**src/rtl/core/tbp_pkg.sv**
```systemverilog
// ----------------------------------------------------------------------------
// tbp_pkg
// Shared types and constants for the tilt balance controller: transaction
// payloads, control groups and fixed arithmetic constants.
// ----------------------------------------------------------------------------
package tbp_pkg;

    // Shared multiplier operand and product widths
    localparam int MAC_A_W = 33;
    localparam int MAC_B_W = 18;
    localparam int MAC_P_W = MAC_A_W + MAC_B_W;

    // Reciprocal of 131 scaled by 2**24, exact for magnitudes below 2**17
    localparam logic signed [MAC_B_W-1:0] RECIP_131 = 18'sd128071;
    localparam int RECIP_SHIFT = 24;

    // Configuration register indexes
    localparam int CFG_IDX_W = 3;
    localparam logic [CFG_IDX_W-1:0] CFG_KP     = 3'd0;
    localparam logic [CFG_IDX_W-1:0] CFG_KI     = 3'd1;
    localparam logic [CFG_IDX_W-1:0] CFG_KD     = 3'd2;
    localparam logic [CFG_IDX_W-1:0] CFG_ALPHA  = 3'd3;
    localparam logic [CFG_IDX_W-1:0] CFG_OGAIN  = 3'd4;
    localparam logic [CFG_IDX_W-1:0] CFG_PERIOD = 3'd5;
    localparam logic [CFG_IDX_W-1:0] CFG_GBIAS  = 3'd6;
    localparam logic [CFG_IDX_W-1:0] CFG_ABIAS  = 3'd7;

    // Register reset values
    localparam logic [15:0] RST_KP     = 16'd256;
    localparam logic [15:0] RST_KI     = 16'd256;
    localparam logic [15:0] RST_KD     = 16'd256;
    localparam logic [15:0] RST_ALPHA  = 16'd64225;
    localparam logic [15:0] RST_OGAIN  = 16'd1000;
    localparam logic [15:0] RST_PERIOD = 16'd1000;
    localparam logic [15:0] RST_GBIAS  = 16'hFF2B;  // -213
    localparam logic [15:0] RST_ABIAS  = 16'hFD1E;  // -738
    localparam logic [15:0] RST_DUTY   = 16'd50;

    // Accumulator shift selection
    localparam logic [1:0] SH_NONE = 2'd0;
    localparam logic [1:0] SH_16   = 2'd1;
    localparam logic [1:0] SH_FRAC = 2'd2;

    typedef struct packed {
        logic               req_type;
        logic signed [15:0] accel_x;
        logic signed [15:0] gyro_x;
    } t_in_item;

    typedef struct packed {
        logic               pin_forward;
        logic               pin_reverse;
        logic signed [15:0] tilt_angle;
        logic [15:0]        duty_count;
        logic               dir_forward;
        logic signed [31:0] drive_value;
    } t_out_item;

    typedef struct packed {
        logic       mul_en;
        logic       acc_en;
        logic       acc_clr;
        logic [1:0] shift_sel;
    } t_mac_ctl;

    typedef struct packed {
        logic        tick;
        logic        fwd_flag;
        logic [15:0] duty;
        logic [15:0] period;
    } t_pwm_ctl;

endpackage

```
**src/rtl/core/tbp_in_if.sv**
```systemverilog
// ----------------------------------------------------------------------------
// tbp_in_if
// Input channel: sensor sample or PWM tick transactions.
// ----------------------------------------------------------------------------
interface tbp_in_if;
    import tbp_pkg::*;

    logic     valid;
    logic     ready;
    t_in_item data;

    modport source (output valid, output data, input ready);
    modport sink   (input valid, input data, output ready);
endinterface

```
**src/rtl/core/tbp_out_if.sv**
```systemverilog
// ----------------------------------------------------------------------------
// tbp_out_if
// Output channel: one result transaction per accepted input.
// ----------------------------------------------------------------------------
interface tbp_out_if;
    import tbp_pkg::*;

    logic      valid;
    logic      ready;
    t_out_item data;

    modport source (output valid, output data, input ready);
    modport sink   (input valid, input data, output ready);
endinterface

```
**src/rtl/core/tbp_mac.sv**
```systemverilog
// ----------------------------------------------------------------------------
// tbp_mac
// Shared signed multiplier with a registered product and a shifting
// accumulator, stepped by the controller sequencer.
// ----------------------------------------------------------------------------
module tbp_mac #(
    parameter int ACC_W = 52,
    parameter int FRAC  = 16
) (
    input  logic                                  i_clk,
    input  tbp_pkg::t_mac_ctl                     i_ctl,
    input  logic signed [tbp_pkg::MAC_A_W-1:0]    i_op_a,
    input  logic signed [tbp_pkg::MAC_B_W-1:0]    i_op_b,
    output logic signed [tbp_pkg::MAC_P_W-1:0]    o_prod,
    output logic signed [ACC_W-1:0]               o_acc
);
    import tbp_pkg::*;

    logic signed [MAC_P_W-1:0] r_prod;
    logic signed [ACC_W-1:0]   r_acc;
    logic signed [ACC_W-1:0]   s_ext;
    logic signed [ACC_W-1:0]   s_addend;
    logic signed [ACC_W-1:0]   s_base;

    // Align the registered product for the accumulator
    always_comb begin
        s_ext = ACC_W'(r_prod);
        case (i_ctl.shift_sel)
            SH_NONE: s_addend = s_ext;
            SH_16:   s_addend = s_ext <<< 16;
            SH_FRAC: s_addend = s_ext <<< FRAC;
            default: s_addend = s_ext;
        endcase
        s_base = i_ctl.acc_clr ? '0 : r_acc;
    end

    // Multiply into the product register, then accumulate the registered product
    always_ff @(posedge i_clk) begin
        if (i_ctl.mul_en) begin
            r_prod <= i_op_a * i_op_b;
        end
        if (i_ctl.acc_en) begin
            r_acc <= s_base + s_addend;
        end
    end

    assign o_prod = r_prod;
    assign o_acc  = r_acc;

endmodule

```
**src/rtl/core/tbp_pwm.sv**
```systemverilog
// ----------------------------------------------------------------------------
// tbp_pwm
// PWM tick counter and motor drive pins: clear on duty match, raise the
// selected pin at the end of each period unless the duty is zero.
// ----------------------------------------------------------------------------
module tbp_pwm #(
    parameter int COUNT_WIDTH = 16
) (
    input  logic              i_clk,
    input  logic              i_rst_n,
    input  tbp_pkg::t_pwm_ctl i_ctl,
    output logic              o_pin_fwd,
    output logic              o_pin_rev
);
    import tbp_pkg::*;

    localparam int CMP_W = (COUNT_WIDTH > 16) ? COUNT_WIDTH : 16;

    logic [COUNT_WIDTH-1:0] r_cnt;
    logic [COUNT_WIDTH-1:0] n_cnt;
    logic [COUNT_WIDTH-1:0] s_inc;
    logic                   r_fwd;
    logic                   r_rev;
    logic                   n_fwd;
    logic                   n_rev;
    logic                   s_match;
    logic                   s_wrap;

    // Advance the counter and work out the pin levels for this tick
    always_comb begin
        s_inc   = r_cnt + 1'b1;
        s_match = CMP_W'(s_inc) == CMP_W'(i_ctl.duty);
        s_wrap  = CMP_W'(s_inc) >= CMP_W'(i_ctl.period);
        n_cnt   = r_cnt;
        n_fwd   = r_fwd;
        n_rev   = r_rev;
        if (i_ctl.tick) begin
            n_cnt = s_inc;
            if (s_match) begin
                n_fwd = 1'b0;
                n_rev = 1'b0;
            end
            if (s_wrap) begin
                n_cnt = '0;
                if (i_ctl.duty != '0) begin
                    if (i_ctl.fwd_flag) begin
                        n_fwd = 1'b1;
                    end else begin
                        n_rev = 1'b1;
                    end
                end
            end
        end
    end

    always_ff @(posedge i_clk) begin
        if (!i_rst_n) begin
            r_cnt <= '0;
            r_fwd <= 1'b0;
            r_rev <= 1'b0;
        end else begin
            r_cnt <= n_cnt;
            r_fwd <= n_fwd;
            r_rev <= n_rev;
        end
    end

    assign o_pin_fwd = r_fwd;
    assign o_pin_rev = r_rev;

endmodule

```
**src/rtl/core/tilt_balance_pid_pwm_top.sv**
```systemverilog
// ----------------------------------------------------------------------------
// tilt_balance_pid_pwm_top
// Complementary tilt filter, PID loop and PWM motor drive on one shared
// multiplier.
// ----------------------------------------------------------------------------
// Each input transaction is a sensor sample or a PWM tick, and each gives one
// result transaction. A tick updates the PWM counter and pins in the accept
// cycle and offers its result on the next cycle. A sample runs 15 steps on
// the single 33x18 multiply-accumulate unit (gyro scaling, three filter
// products, three PID products, the duty product and their saturations) and
// offers its result once the duty step is done. The input is not ready from
// acceptance until the result has been taken. Configuration writes take
// effect at once and belong between transactions.
// ----------------------------------------------------------------------------
module tilt_balance_pid_pwm_top #(
    parameter int ANGLE_FRAC_BITS = 16,
    parameter int COUNT_WIDTH     = 16
) (
    input  logic                              i_clk,
    input  logic                              i_rst_n,
    tbp_in_if.sink                            i_in,
    tbp_out_if.source                         o_out,
    input  logic                              i_cfg_we,
    input  logic [tbp_pkg::CFG_IDX_W-1:0]     i_cfg_idx,
    input  logic [15:0]                       i_cfg_data
);
    import tbp_pkg::*;

    localparam int F     = ANGLE_FRAC_BITS;
    localparam int EST_W = 18 + F;
    localparam int A_W   = 19 + F;
    localparam int ACC_W = (F + 36 > 52) ? F + 36 : 52;

    localparam logic signed [ACC_W-1:0] EST_HI = ACC_W'((64'sd1 <<< (EST_W - 1)) - 64'sd1);
    localparam logic signed [ACC_W-1:0] EST_LO = -EST_HI - ACC_W'(64'sd1);
    localparam logic signed [ACC_W-1:0] D_HI   = ACC_W'(64'sh7FFF_FFFF);
    localparam logic signed [ACC_W-1:0] D_LO   = -D_HI - ACC_W'(64'sd1);
    localparam logic signed [32:0]      I_HI   = 33'sh0_7FFF_FFFF;
    localparam logic signed [32:0]      I_LO   = -I_HI - 33'sd1;

    // Sequencer codes
    localparam logic [4:0] S_IDLE = 5'd0;
    localparam logic [4:0] S_GMUL = 5'd1;
    localparam logic [4:0] S_GFIN = 5'd2;
    localparam logic [4:0] S_M0   = 5'd3;
    localparam logic [4:0] S_M1   = 5'd4;
    localparam logic [4:0] S_M2   = 5'd5;
    localparam logic [4:0] S_M3   = 5'd6;
    localparam logic [4:0] S_EST  = 5'd7;
    localparam logic [4:0] S_INT  = 5'd8;
    localparam logic [4:0] S_PMUL = 5'd9;
    localparam logic [4:0] S_IMUL = 5'd10;
    localparam logic [4:0] S_DMUL = 5'd11;
    localparam logic [4:0] S_DSUM = 5'd12;
    localparam logic [4:0] S_DRV  = 5'd13;
    localparam logic [4:0] S_OMUL = 5'd14;
    localparam logic [4:0] S_DUTY = 5'd15;
    localparam logic [4:0] S_OUT  = 5'd16;

    // Configuration registers
    logic signed [15:0] r_kp, r_ki, r_kd, r_gbias, r_abias;
    logic [15:0]        r_alpha, r_ogain, r_period;

    // Controller state
    logic [4:0]              r_state, n_state;
    logic signed [EST_W-1:0] r_est;
    logic signed [31:0]      r_int;
    logic signed [16:0]      r_last;
    logic [15:0]             r_duty;
    logic                    r_fwd;
    logic signed [15:0]      r_angle;
    logic signed [31:0]      r_drive;

    // Work registers
    logic signed [16:0]      r_gd, r_ad;
    logic signed [A_W-1:0]   r_a;
    logic signed [2:0]       r_accel;
    logic signed [16:0]      r_err;
    logic signed [17:0]      r_deriv;

    // Shared unit connections
    t_mac_ctl                    s_ctl;
    logic signed [MAC_A_W-1:0]   s_op_a;
    logic signed [MAC_B_W-1:0]   s_op_b;
    logic signed [MAC_P_W-1:0]   s_prod;
    logic signed [ACC_W-1:0]     s_acc;
    t_pwm_ctl                    s_pwm;
    logic                        s_pin_fwd, s_pin_rev;

    // Datapath helpers
    logic                    s_accept;
    logic [15:0]             s_gmag, s_amag;
    logic [8:0]              s_gq;
    logic signed [9:0]       s_gyro;
    logic signed [2:0]       s_accel;
    logic signed [A_W-1:0]   s_a;
    logic signed [ACC_W-1:0] s_est_sh;
    logic signed [ACC_W-1:0] s_est_sat;
    logic signed [17:0]      s_aq, s_aadj;
    logic                    s_ainc;
    logic signed [15:0]      s_angle;
    logic signed [16:0]      s_err;
    logic signed [32:0]      s_isum;
    logic signed [31:0]      s_isat;
    logic signed [31:0]      s_dsat;
    logic signed [32:0]      s_dmag;
    logic [42:0]             s_p8;
    logic [15:0]             s_duty;

    assign s_accept = i_in.valid && i_in.ready;

    // Gyro and accel scaling, filter input and saturations
    always_comb begin
        s_gmag  = r_gd[16] ? 16'(-r_gd) : 16'(r_gd);
        s_gq    = s_prod[RECIP_SHIFT+8:RECIP_SHIFT];
        s_gyro  = r_gd[16] ? -$signed({1'b0, s_gq}) : $signed({1'b0, s_gq});
        s_amag  = r_ad[16] ? 16'(-r_ad) : 16'(r_ad);
        s_accel = r_ad[16] ? -$signed({1'b0, s_amag[15:14]}) : $signed({1'b0, s_amag[15:14]});
        s_a     = A_W'(r_est) + (A_W'(s_gyro) <<< F);

        // Floor by 2**16, then clamp the estimate
        s_est_sh = s_acc >>> 16;
        if (s_est_sh > EST_HI) begin
            s_est_sat = EST_HI;
        end else if (s_est_sh < EST_LO) begin
            s_est_sat = EST_LO;
        end else begin
            s_est_sat = s_est_sh;
        end

        // Integer angle, truncated toward zero
        s_aq   = 18'(r_est >>> F);
        s_ainc = r_est[EST_W-1] && (r_est[F-1:0] != '0);
        s_aadj = s_aq + $signed({17'b0, s_ainc});
        if (s_aadj > 18'sd32767) begin
            s_angle = 16'sh7FFF;
        end else if (s_aadj < -18'sd32768) begin
            s_angle = -16'sh8000;
        end else begin
            s_angle = 16'(s_aadj);
        end
        s_err = -17'(s_angle);

        // Saturating integral
        s_isum = 33'(r_int) + 33'(s_err);
        if (s_isum > I_HI) begin
            s_isat = 32'(I_HI);
        end else if (s_isum < I_LO) begin
            s_isat = 32'(I_LO);
        end else begin
            s_isat = 32'(s_isum);
        end

        // Saturating drive
        if (s_acc > D_HI) begin
            s_dsat = 32'(D_HI);
        end else if (s_acc < D_LO) begin
            s_dsat = 32'(D_LO);
        end else begin
            s_dsat = 32'(s_acc);
        end

        // Duty magnitude and clamp to the period
        s_dmag = r_drive[31] ? -33'(r_drive) : 33'(r_drive);
        s_p8   = s_prod[MAC_P_W-1:8];
        s_duty = (s_p8 > {27'b0, r_period}) ? r_period : s_p8[15:0];
    end

    // Sequencer and shared unit operand selection
    always_comb begin
        n_state = r_state;
        s_ctl   = '0;
        s_op_a  = '0;
        s_op_b  = '0;
        case (r_state)
            S_IDLE: begin
                if (s_accept) begin
                    n_state = i_in.data.req_type ? S_OUT : S_GMUL;
                end
            end
            S_GMUL: begin
                s_ctl.mul_en = 1'b1;
                s_op_a  = MAC_A_W'({1'b0, s_gmag});
                s_op_b  = RECIP_131;
                n_state = S_GFIN;
            end
            S_GFIN: n_state = S_M0;
            S_M0: begin
                s_ctl.mul_en = 1'b1;
                s_op_a  = MAC_A_W'({1'b0, r_a[15:0]});
                s_op_b  = MAC_B_W'({1'b0, r_alpha});
                n_state = S_M1;
            end
            S_M1: begin
                s_ctl   = '{mul_en: 1'b1, acc_en: 1'b1, acc_clr: 1'b1, shift_sel: SH_NONE};
                s_op_a  = MAC_A_W'($signed(r_a[A_W-1:16]));
                s_op_b  = MAC_B_W'({1'b0, r_alpha});
                n_state = S_M2;
            end
            S_M2: begin
                s_ctl   = '{mul_en: 1'b1, acc_en: 1'b1, acc_clr: 1'b0, shift_sel: SH_16};
                s_op_a  = MAC_A_W'(r_accel);
                s_op_b  = 18'sd65536 - MAC_B_W'({1'b0, r_alpha});
                n_state = S_M3;
            end
            S_M3: begin
                s_ctl   = '{mul_en: 1'b0, acc_en: 1'b1, acc_clr: 1'b0, shift_sel: SH_FRAC};
                n_state = S_EST;
            end
            S_EST: n_state = S_INT;
            S_INT: n_state = S_PMUL;
            S_PMUL: begin
                s_ctl.mul_en = 1'b1;
                s_op_a  = MAC_A_W'(r_err);
                s_op_b  = MAC_B_W'(r_kp);
                n_state = S_IMUL;
            end
            S_IMUL: begin
                s_ctl   = '{mul_en: 1'b1, acc_en: 1'b1, acc_clr: 1'b1, shift_sel: SH_NONE};
                s_op_a  = MAC_A_W'(r_int);
                s_op_b  = MAC_B_W'(r_ki);
                n_state = S_DMUL;
            end
            S_DMUL: begin
                s_ctl   = '{mul_en: 1'b1, acc_en: 1'b1, acc_clr: 1'b0, shift_sel: SH_NONE};
                s_op_a  = MAC_A_W'(r_deriv);
                s_op_b  = MAC_B_W'(r_kd);
                n_state = S_DSUM;
            end
            S_DSUM: begin
                s_ctl   = '{mul_en: 1'b0, acc_en: 1'b1, acc_clr: 1'b0, shift_sel: SH_NONE};
                n_state = S_DRV;
            end
            S_DRV: n_state = S_OMUL;
            S_OMUL: begin
                s_ctl.mul_en = 1'b1;
                s_op_a  = s_dmag;
                s_op_b  = MAC_B_W'({1'b0, r_ogain});
                n_state = S_DUTY;
            end
            S_DUTY: n_state = S_OUT;
            S_OUT: begin
                if (o_out.ready) begin
                    n_state = S_IDLE;
                end
            end
            default: n_state = S_IDLE;
        endcase
    end

    // Control state, configuration and controller state
    always_ff @(posedge i_clk) begin
        if (!i_rst_n) begin
            r_state  <= S_IDLE;
            r_kp     <= RST_KP;
            r_ki     <= RST_KI;
            r_kd     <= RST_KD;
            r_alpha  <= RST_ALPHA;
            r_ogain  <= RST_OGAIN;
            r_period <= RST_PERIOD;
            r_gbias  <= RST_GBIAS;
            r_abias  <= RST_ABIAS;
            r_est    <= '0;
            r_int    <= '0;
            r_last   <= '0;
            r_duty   <= RST_DUTY;
            r_fwd    <= 1'b0;
            r_angle  <= '0;
            r_drive  <= '0;
        end else begin
            r_state <= n_state;
            if (i_cfg_we) begin
                case (i_cfg_idx)
                    CFG_KP:     r_kp     <= i_cfg_data;
                    CFG_KI:     r_ki     <= i_cfg_data;
                    CFG_KD:     r_kd     <= i_cfg_data;
                    CFG_ALPHA:  r_alpha  <= i_cfg_data;
                    CFG_OGAIN:  r_ogain  <= i_cfg_data;
                    CFG_PERIOD: r_period <= i_cfg_data;
                    CFG_GBIAS:  r_gbias  <= i_cfg_data;
                    CFG_ABIAS:  r_abias  <= i_cfg_data;
                    default: ;
                endcase
            end
            if (r_state == S_EST) begin
                r_est <= EST_W'(s_est_sat);
            end
            if (r_state == S_INT) begin
                r_angle <= s_angle;
                r_int   <= s_isat;
            end
            if (r_state == S_DRV) begin
                r_drive <= s_dsat;
                r_fwd   <= !s_dsat[31] && (s_dsat != '0);
                r_last  <= r_err;
            end
            if (r_state == S_DUTY) begin
                r_duty <= s_duty;
            end
        end
    end

    // Work registers
    always_ff @(posedge i_clk) begin
        if (s_accept) begin
            r_gd <= 17'(i_in.data.gyro_x) - 17'(r_gbias);
            r_ad <= 17'(i_in.data.accel_x) - 17'(r_abias);
        end
        if (r_state == S_GFIN) begin
            r_a     <= s_a;
            r_accel <= s_accel;
        end
        if (r_state == S_INT) begin
            r_err <= s_err;
        end
        if (r_state == S_PMUL) begin
            r_deriv <= 18'(r_err) - 18'(r_last);
        end
    end

    tbp_mac #(
        .ACC_W (ACC_W),
        .FRAC  (F)
    ) u_mac (
        .i_clk  (i_clk),
        .i_ctl  (s_ctl),
        .i_op_a (s_op_a),
        .i_op_b (s_op_b),
        .o_prod (s_prod),
        .o_acc  (s_acc)
    );

    // Tick transactions drive the PWM stage directly
    always_comb begin
        s_pwm.tick     = s_accept && i_in.data.req_type;
        s_pwm.fwd_flag = r_fwd;
        s_pwm.duty     = r_duty;
        s_pwm.period   = r_period;
    end

    tbp_pwm #(
        .COUNT_WIDTH (COUNT_WIDTH)
    ) u_pwm (
        .i_clk     (i_clk),
        .i_rst_n   (i_rst_n),
        .i_ctl     (s_pwm),
        .o_pin_fwd (s_pin_fwd),
        .o_pin_rev (s_pin_rev)
    );

    // Handshake and result payload
    assign i_in.ready  = (r_state == S_IDLE);
    assign o_out.valid = (r_state == S_OUT);
    always_comb begin
        o_out.data.pin_forward = s_pin_fwd;
        o_out.data.pin_reverse = s_pin_rev;
        o_out.data.tilt_angle  = r_angle;
        o_out.data.duty_count  = r_duty;
        o_out.data.dir_forward = r_fwd;
        o_out.data.drive_value = r_drive;
    end

    // Forward direction only with a positive drive
    a_fwd_positive: assert property (@(posedge i_clk) disable iff (!i_rst_n)
        r_fwd |-> (!r_drive[31] && r_drive != '0))
        else $error("direction flag set without a positive drive");

    // Integral moves only in its own step
    a_int_hold: assert property (@(posedge i_clk) disable iff (!i_rst_n)
        (r_state != S_INT && i_rst_n) |=> $stable(r_int))
        else $error("integral changed outside its update step");

    // A result appears only after a tick accept or a completed duty step
    a_out_source: assert property (@(posedge i_clk) disable iff (!i_rst_n)
        $rose(o_out.valid) |-> ($past(r_state) == S_DUTY || $past(r_state) == S_IDLE))
        else $error("result offered from an unexpected step");

    // Duty fresh from a sample never exceeds the period
    a_duty_clamp: assert property (@(posedge i_clk) disable iff (!i_rst_n)
        (r_state == S_OUT && $past(r_state) == S_DUTY) |-> (r_duty <= r_period))
        else $error("duty exceeds the PWM period");

endmodule
```
**src/flat_wrapper.sv**
```systemverilog
// flat-port wrapper written by rule: the top's interface ports become plain ports
module tilt_balance_pid_pwm_top_flat import tbp_pkg::*;
#(
    parameter int ANGLE_FRAC_BITS = 16,
    parameter int COUNT_WIDTH     = 16
)
  (i_clk, i_rst_n, i_cfg_we, i_cfg_idx, i_cfg_data, i_in_valid, i_in_data, i_in_ready, o_out_valid, o_out_data, o_out_ready);
  tbp_in_if i_in_i ();
  tbp_out_if o_out_i ();
  input  logic i_clk;
  input  logic i_rst_n;
  input  logic i_cfg_we;
  input  logic [tbp_pkg::CFG_IDX_W-1:0] i_cfg_idx;
  input  logic [15:0] i_cfg_data;
  input wire logic [$bits(i_in_i.valid)-1:0] i_in_valid;
  input wire logic [$bits(i_in_i.data)-1:0] i_in_data;
  output wire logic [$bits(i_in_i.ready)-1:0] i_in_ready;
  output wire logic [$bits(o_out_i.valid)-1:0] o_out_valid;
  output wire logic [$bits(o_out_i.data)-1:0] o_out_data;
  input wire logic [$bits(o_out_i.ready)-1:0] o_out_ready;
  assign i_in_i.valid = i_in_valid;
  assign i_in_i.data = i_in_data;
  assign i_in_ready = i_in_i.ready;
  assign o_out_valid = o_out_i.valid;
  assign o_out_data = o_out_i.data;
  assign o_out_i.ready = o_out_ready;
  tilt_balance_pid_pwm_top #(.ANGLE_FRAC_BITS(ANGLE_FRAC_BITS), .COUNT_WIDTH(COUNT_WIDTH)) u_core (.i_clk(i_clk), .i_rst_n(i_rst_n), .i_in(i_in_i), .o_out(o_out_i), .i_cfg_we(i_cfg_we), .i_cfg_idx(i_cfg_idx), .i_cfg_data(i_cfg_data));
endmodule
```
**config.mk**
```make
export PLATFORM = sky130hd
export DESIGN_NAME = tilt_balance_pid_pwm_top_flat
export DESIGN_NICKNAME = d
export VERILOG_FILES = /design/src/rtl/core/tbp_pkg.sv /design/src/rtl/core/tbp_in_if.sv /design/src/rtl/core/tbp_out_if.sv /design/src/rtl/core/tbp_mac.sv /design/src/rtl/core/tbp_pwm.sv /design/src/rtl/core/tilt_balance_pid_pwm_top.sv /design/src/flat_wrapper.sv
export SDC_FILE = /design/constraint.sdc
export NUM_CORES = 2
export LEC_CHECK = 0
export BUFFER_PORTS_ARGS = -buffer_cell sky130_fd_sc_hd__buf_2
export CAP_MARGIN = 20
export CORE_MARGIN = 2
export CORE_UTILIZATION = 65
export DETAILED_ROUTE_END_ITERATION = 12
export MAX_ROUTING_LAYER = met4
export PLACE_DENSITY = 0.86
export SYNTH_ARGS = -nofsm -noshare
export SYNTH_HDL_FRONTEND = slang
export SYNTH_SLANG_ARGS = --single-unit
```
**constraint.sdc**
```tcl
create_clock -name i_clk -period 12.3 [get_ports i_clk]
set_input_delay 2.46 -clock i_clk [delete_from_list [all_inputs] [get_ports i_clk]]
set_output_delay 2.46 -clock i_clk [all_outputs]
set_load 0.1 [all_outputs]
```
==> metrics.md <==
| Metric | Value |
|---|---|
| Run status | complete, no violations |
| Fin crit share | 0.853 |
| CTS Root Cell | clkbuf_16 |
| CTS tree | done |
| Post-CTS Setup Repair Bufs | 0 |
| Ys async rst share | 0 |
| Worst-path fanout max | 25 |
| Most used cell, CP | fa_1 |
| R2r setup slk | 1.81 ns |
| Detailed placement HPWL | 122 mm |
| Top post-synthesis cells by area | fa_1, edfxtp_1, dfxtp_1 |
| CP bufs+invs | 2 |
| DR iter-0 viols | 5599 |
| Area grow syn2layout | 6.75% |
| WHS Endpoint | u_core.r_last[14]$_SDFFE_PN0P_ |
| Initial core utilization | 0.657 |
| Leak | 24.5 nW |
| Drt drc | 0 |
| Slowest CP cell | fa_1 |
| Clk buf depth | 3 |
| CP peak stage delay | ~0.96 ns |
| Power per cell area | ~78 nW/µm² |
| Register area | 12300 µm² |
| Mapped Cells | 5904 |
| Max transition margin | 0.218 |
| Overall power | approximately 0.0042 W |
| Die area | 80600 µm² |
| Final Non-Filler Cells | slightly below 7000 |
| CTS clock-pin slew for the worst setup and hold paths | 0.07 ns |
| Initial antenna violation count | 7 |
| FMAX | 95.3 MHz |
| DR pass1 iterations | 7 |
| Tightest Pin Transition | 1.17 ns |
| Worst hold path class | reg -> reg |
| DR WL/cell | 23.2 µm |
| Worst r2r dst | u_core.u_mac.o_prod[50]$_DFFE_PP_ |
| Fillers | 5907 |
| Synthesized cell area | 50900 µm² |
| Crit path launch type | flop |
| Via density | 6.44 |
| WL final | 161 mm |
| Gpl congestion | 1.04 |
| Crit Path Class | reg -> reg |
| All-Layer GR Usage | 0.414 |
| Most frequent cells after synthesis | nand2_1, inv_1, fa_1, a21oi_1, nor2_1 |
| Area share of the largest cell type after synthesis | 0.226 |
| Clock skew | 0.0331 ns |
| EDFF count, synth | 210 |
| Synth unique cells | 91 |
| Number of cell rows | 102 |
| Layout cells sized above 1 | 0.0671 |
| Number of global-route vias before repair | 44100 |
| Area leader, netlist | fa_1 |
| CTS Hold Bufs | 0 |
| Die height | 284 µm |
| Max IR drop VDD | 0.000101 V |
| Max cap viols | 0 |
| Post-cts resize count | 0 |
| CORE AREA | ~77000 µm² |
| Final core occ | 0.702 |
| Via Count | roughly 45000 |
| Final net count | between 6000 and 7000 |
| Ports | roughly 130 |
| Prevailing post-synth register cell | dfxtp_1 |
| R2R depth | 26 |
| Unrepaired setup endpoints after global routing | no |
| H-tree depth | 2 |
| Syn nets | 6851 |
| Multi-input gate area | about 35000 µm² |
| First-pass GRT wire length | 252 mm |
| Worst Path Arrival | about 11 ns |
| Port buffer count | 125 |
| Final instance area | 54400 µm² |
| Cts bufs inserted | 53 |
| Placed Area | 52300 µm² |
| Die X | 284 µm |
| Min-delay src | u_core.r_last[14]$_SDFFE_PN0P_ |
| Top-count cell post-synth | nand2_1 |
| Placed Cells incl. Taps | 6841 |
| Yosys reg bits | approximately 500 |
| Fin. max-slew vios | 0 |
| Worst r2r src | u_core.r_state[2]$_SDFFE_PN0P_ |
| Seq/Total Area, Yosys | 0.241 |
| Hold path cells | 2 |
| Worst Path Required | 12.68 ns |
| Worst Setup End Kind | flop |
| Pin count of the biggest net entering global routing | 100 |
| Yosys warns | 0 |
| Syn Area/Cell | 8.62 µm² |
| Setup_tns | 0 ns |
| Grt ovf | 0 |
| Delay-heaviest family, CP | adder cells |
| CP Depth | 26 |
| Hold Vio Cnt, Final | 0 |
| Clock Latency Late Sink | 0.64 ns |
| Setup violators final | 0 |
| Tmin final | 10.49 ns |
| Routed Antenna Nets | 0 |
| TritonCTS Sinks | 509 |
==> worst reg2reg max path, stage by stage, from the launching register on <==
cell	delay, ns
dfxtp_1	0.53
nor2b_1	0.30
nor2b_1	0.35
and3_1	0.71
a221o_1	0.24
a21o_1	0.71
a21oi_1	0.36
a31oi_1	0.88
fa_1	0.64
fa_1	0.96
inv_1	0.24
fa_1	0.58
inv_1	0.05
fa_1	0.46
fa_1	0.51
fa_1	0.49
ha_1	0.41
a21oi_1	0.27
nor2b_1	0.07
o21ai_0	0.15
nand2b_1	0.12
a21o_1	0.19
a21oi_1	0.20
o21ai_0	0.20
a311oi_1	0.35
o21bai_1	0.12
xnor2_1	0.13
==> cell type report <==
cell class / count / area share
multi-input combinational: 4333 / 0.638
inverter: 754 / 0.0521
timing repair buffer: 208 / 0.0232
tap: 1040 / 0.0239
antenna: 8 / 0.000368
clock buffer: 75 / 0.0309
sequential: 509 / 0.226
clock inverter: 25 / 0.00543
==> placed cells by master, fill, tap and decap left out, types with 40 or more instances in the layout <==
cell type	count
nand2_1	941
nor4_1	42
ha_1	314
nor2b_1	70
xor2_1	97
clkbuf_16	63
nor3_1	73
buf_2	124
and2_1	76
o211ai_1	55
nand4_1	41
nor2_1	367
a21o_1	72
dfxtp_1	299
a22oi_1	41
xnor2_1	175
fa_1	575
a211oi_1	43
edfxtp_1	210
nand3_1	124
nand2b_1	52
and3_1	40
inv_1	751
buf_4	83
o21ai_0	261
a21oi_1	443
==> registers in the layout (all words and copies together) (netlist names), 17 cells and up <==
register	flops
u_core.u_mac.o_prod	51
u_core.r_deriv	18
u_core.r_drive	32
u_core.r_gd	17
u_core.r_last	17
u_core.r_err	17
u_core.r_est	34
u_core.r_a	35
u_core.u_mac.o_acc	52
u_core.r_int	32
u_core.r_ad	17
==> metrics by stage <==
stage,hold WS [ns],setup WS (ns)
6_report,0.453,1.81
3_5_place_dp,0.447,1.96
5_1_grt,0.473,1.19
3_3_place_gp,0.441,2.14
2_1_floorplan,0.430,3.61
4_1_cts,0.454,1.85
==> cell families after synthesis <==
kind of cell             after synthesis  share of synthesized area
multiplexers                          66                     0.0139
XOR/XNOR                             272                     0.0468
AO/OA/AOI/OAI                       1194                      0.146
flip-flops                           509                      0.241
adder cells (fa/ha/maj)              891                      0.304
AND/OR/NAND/NOR                     1910                      0.168
buffers and inverters               1062                     0.0810
==> report_power, final <==
part	switching (W)	total [W]	internal (W)
combinational	0.000375	0.000557	0.000182
sequential	0.0000526	0.00187	0.00181
clock	0.000749	0.00182	0.00107
==> routing by layer <==
layer  routed length [µm]  global-route usage  vias to the layer above
li1                     -                   -                    19500
met1                58500               0.535                    21500
met2                69100               0.593                     2989
met3                23900               0.119                      697
met4                10000               0.211                        0
met5                    0                   -                        -
==> worst max path at each step <==
stage / start / to / slack, ns
floorplan: u_core.r_drive[10]$_SDFFE_PN0P_ / u_core.u_mac.o_prod[42]$_DFFE_PP_ / 3.61
global placement: u_core.r_state[2]$_SDFFE_PN0P_ / u_core.u_mac.o_prod[50]$_DFFE_PP_ / 2.14
detailed placement: u_core.r_state[2]$_SDFFE_PN0P_ / u_core.u_mac.o_prod[50]$_DFFE_PP_ / 1.96
CTS: u_core.r_state[2]$_SDFFE_PN0P_ / u_core.u_mac.o_prod[50]$_DFFE_PP_ / 1.85
global route: u_core.r_state[2]$_SDFFE_PN0P_ / u_core.u_mac.o_prod[50]$_DFFE_PP_ / 1.19
finish: u_core.r_state[2]$_SDFFE_PN0P_ / u_core.u_mac.o_prod[50]$_DFFE_PP_ / 1.81
No activity file was read; power rests on OpenSTA's default activity.
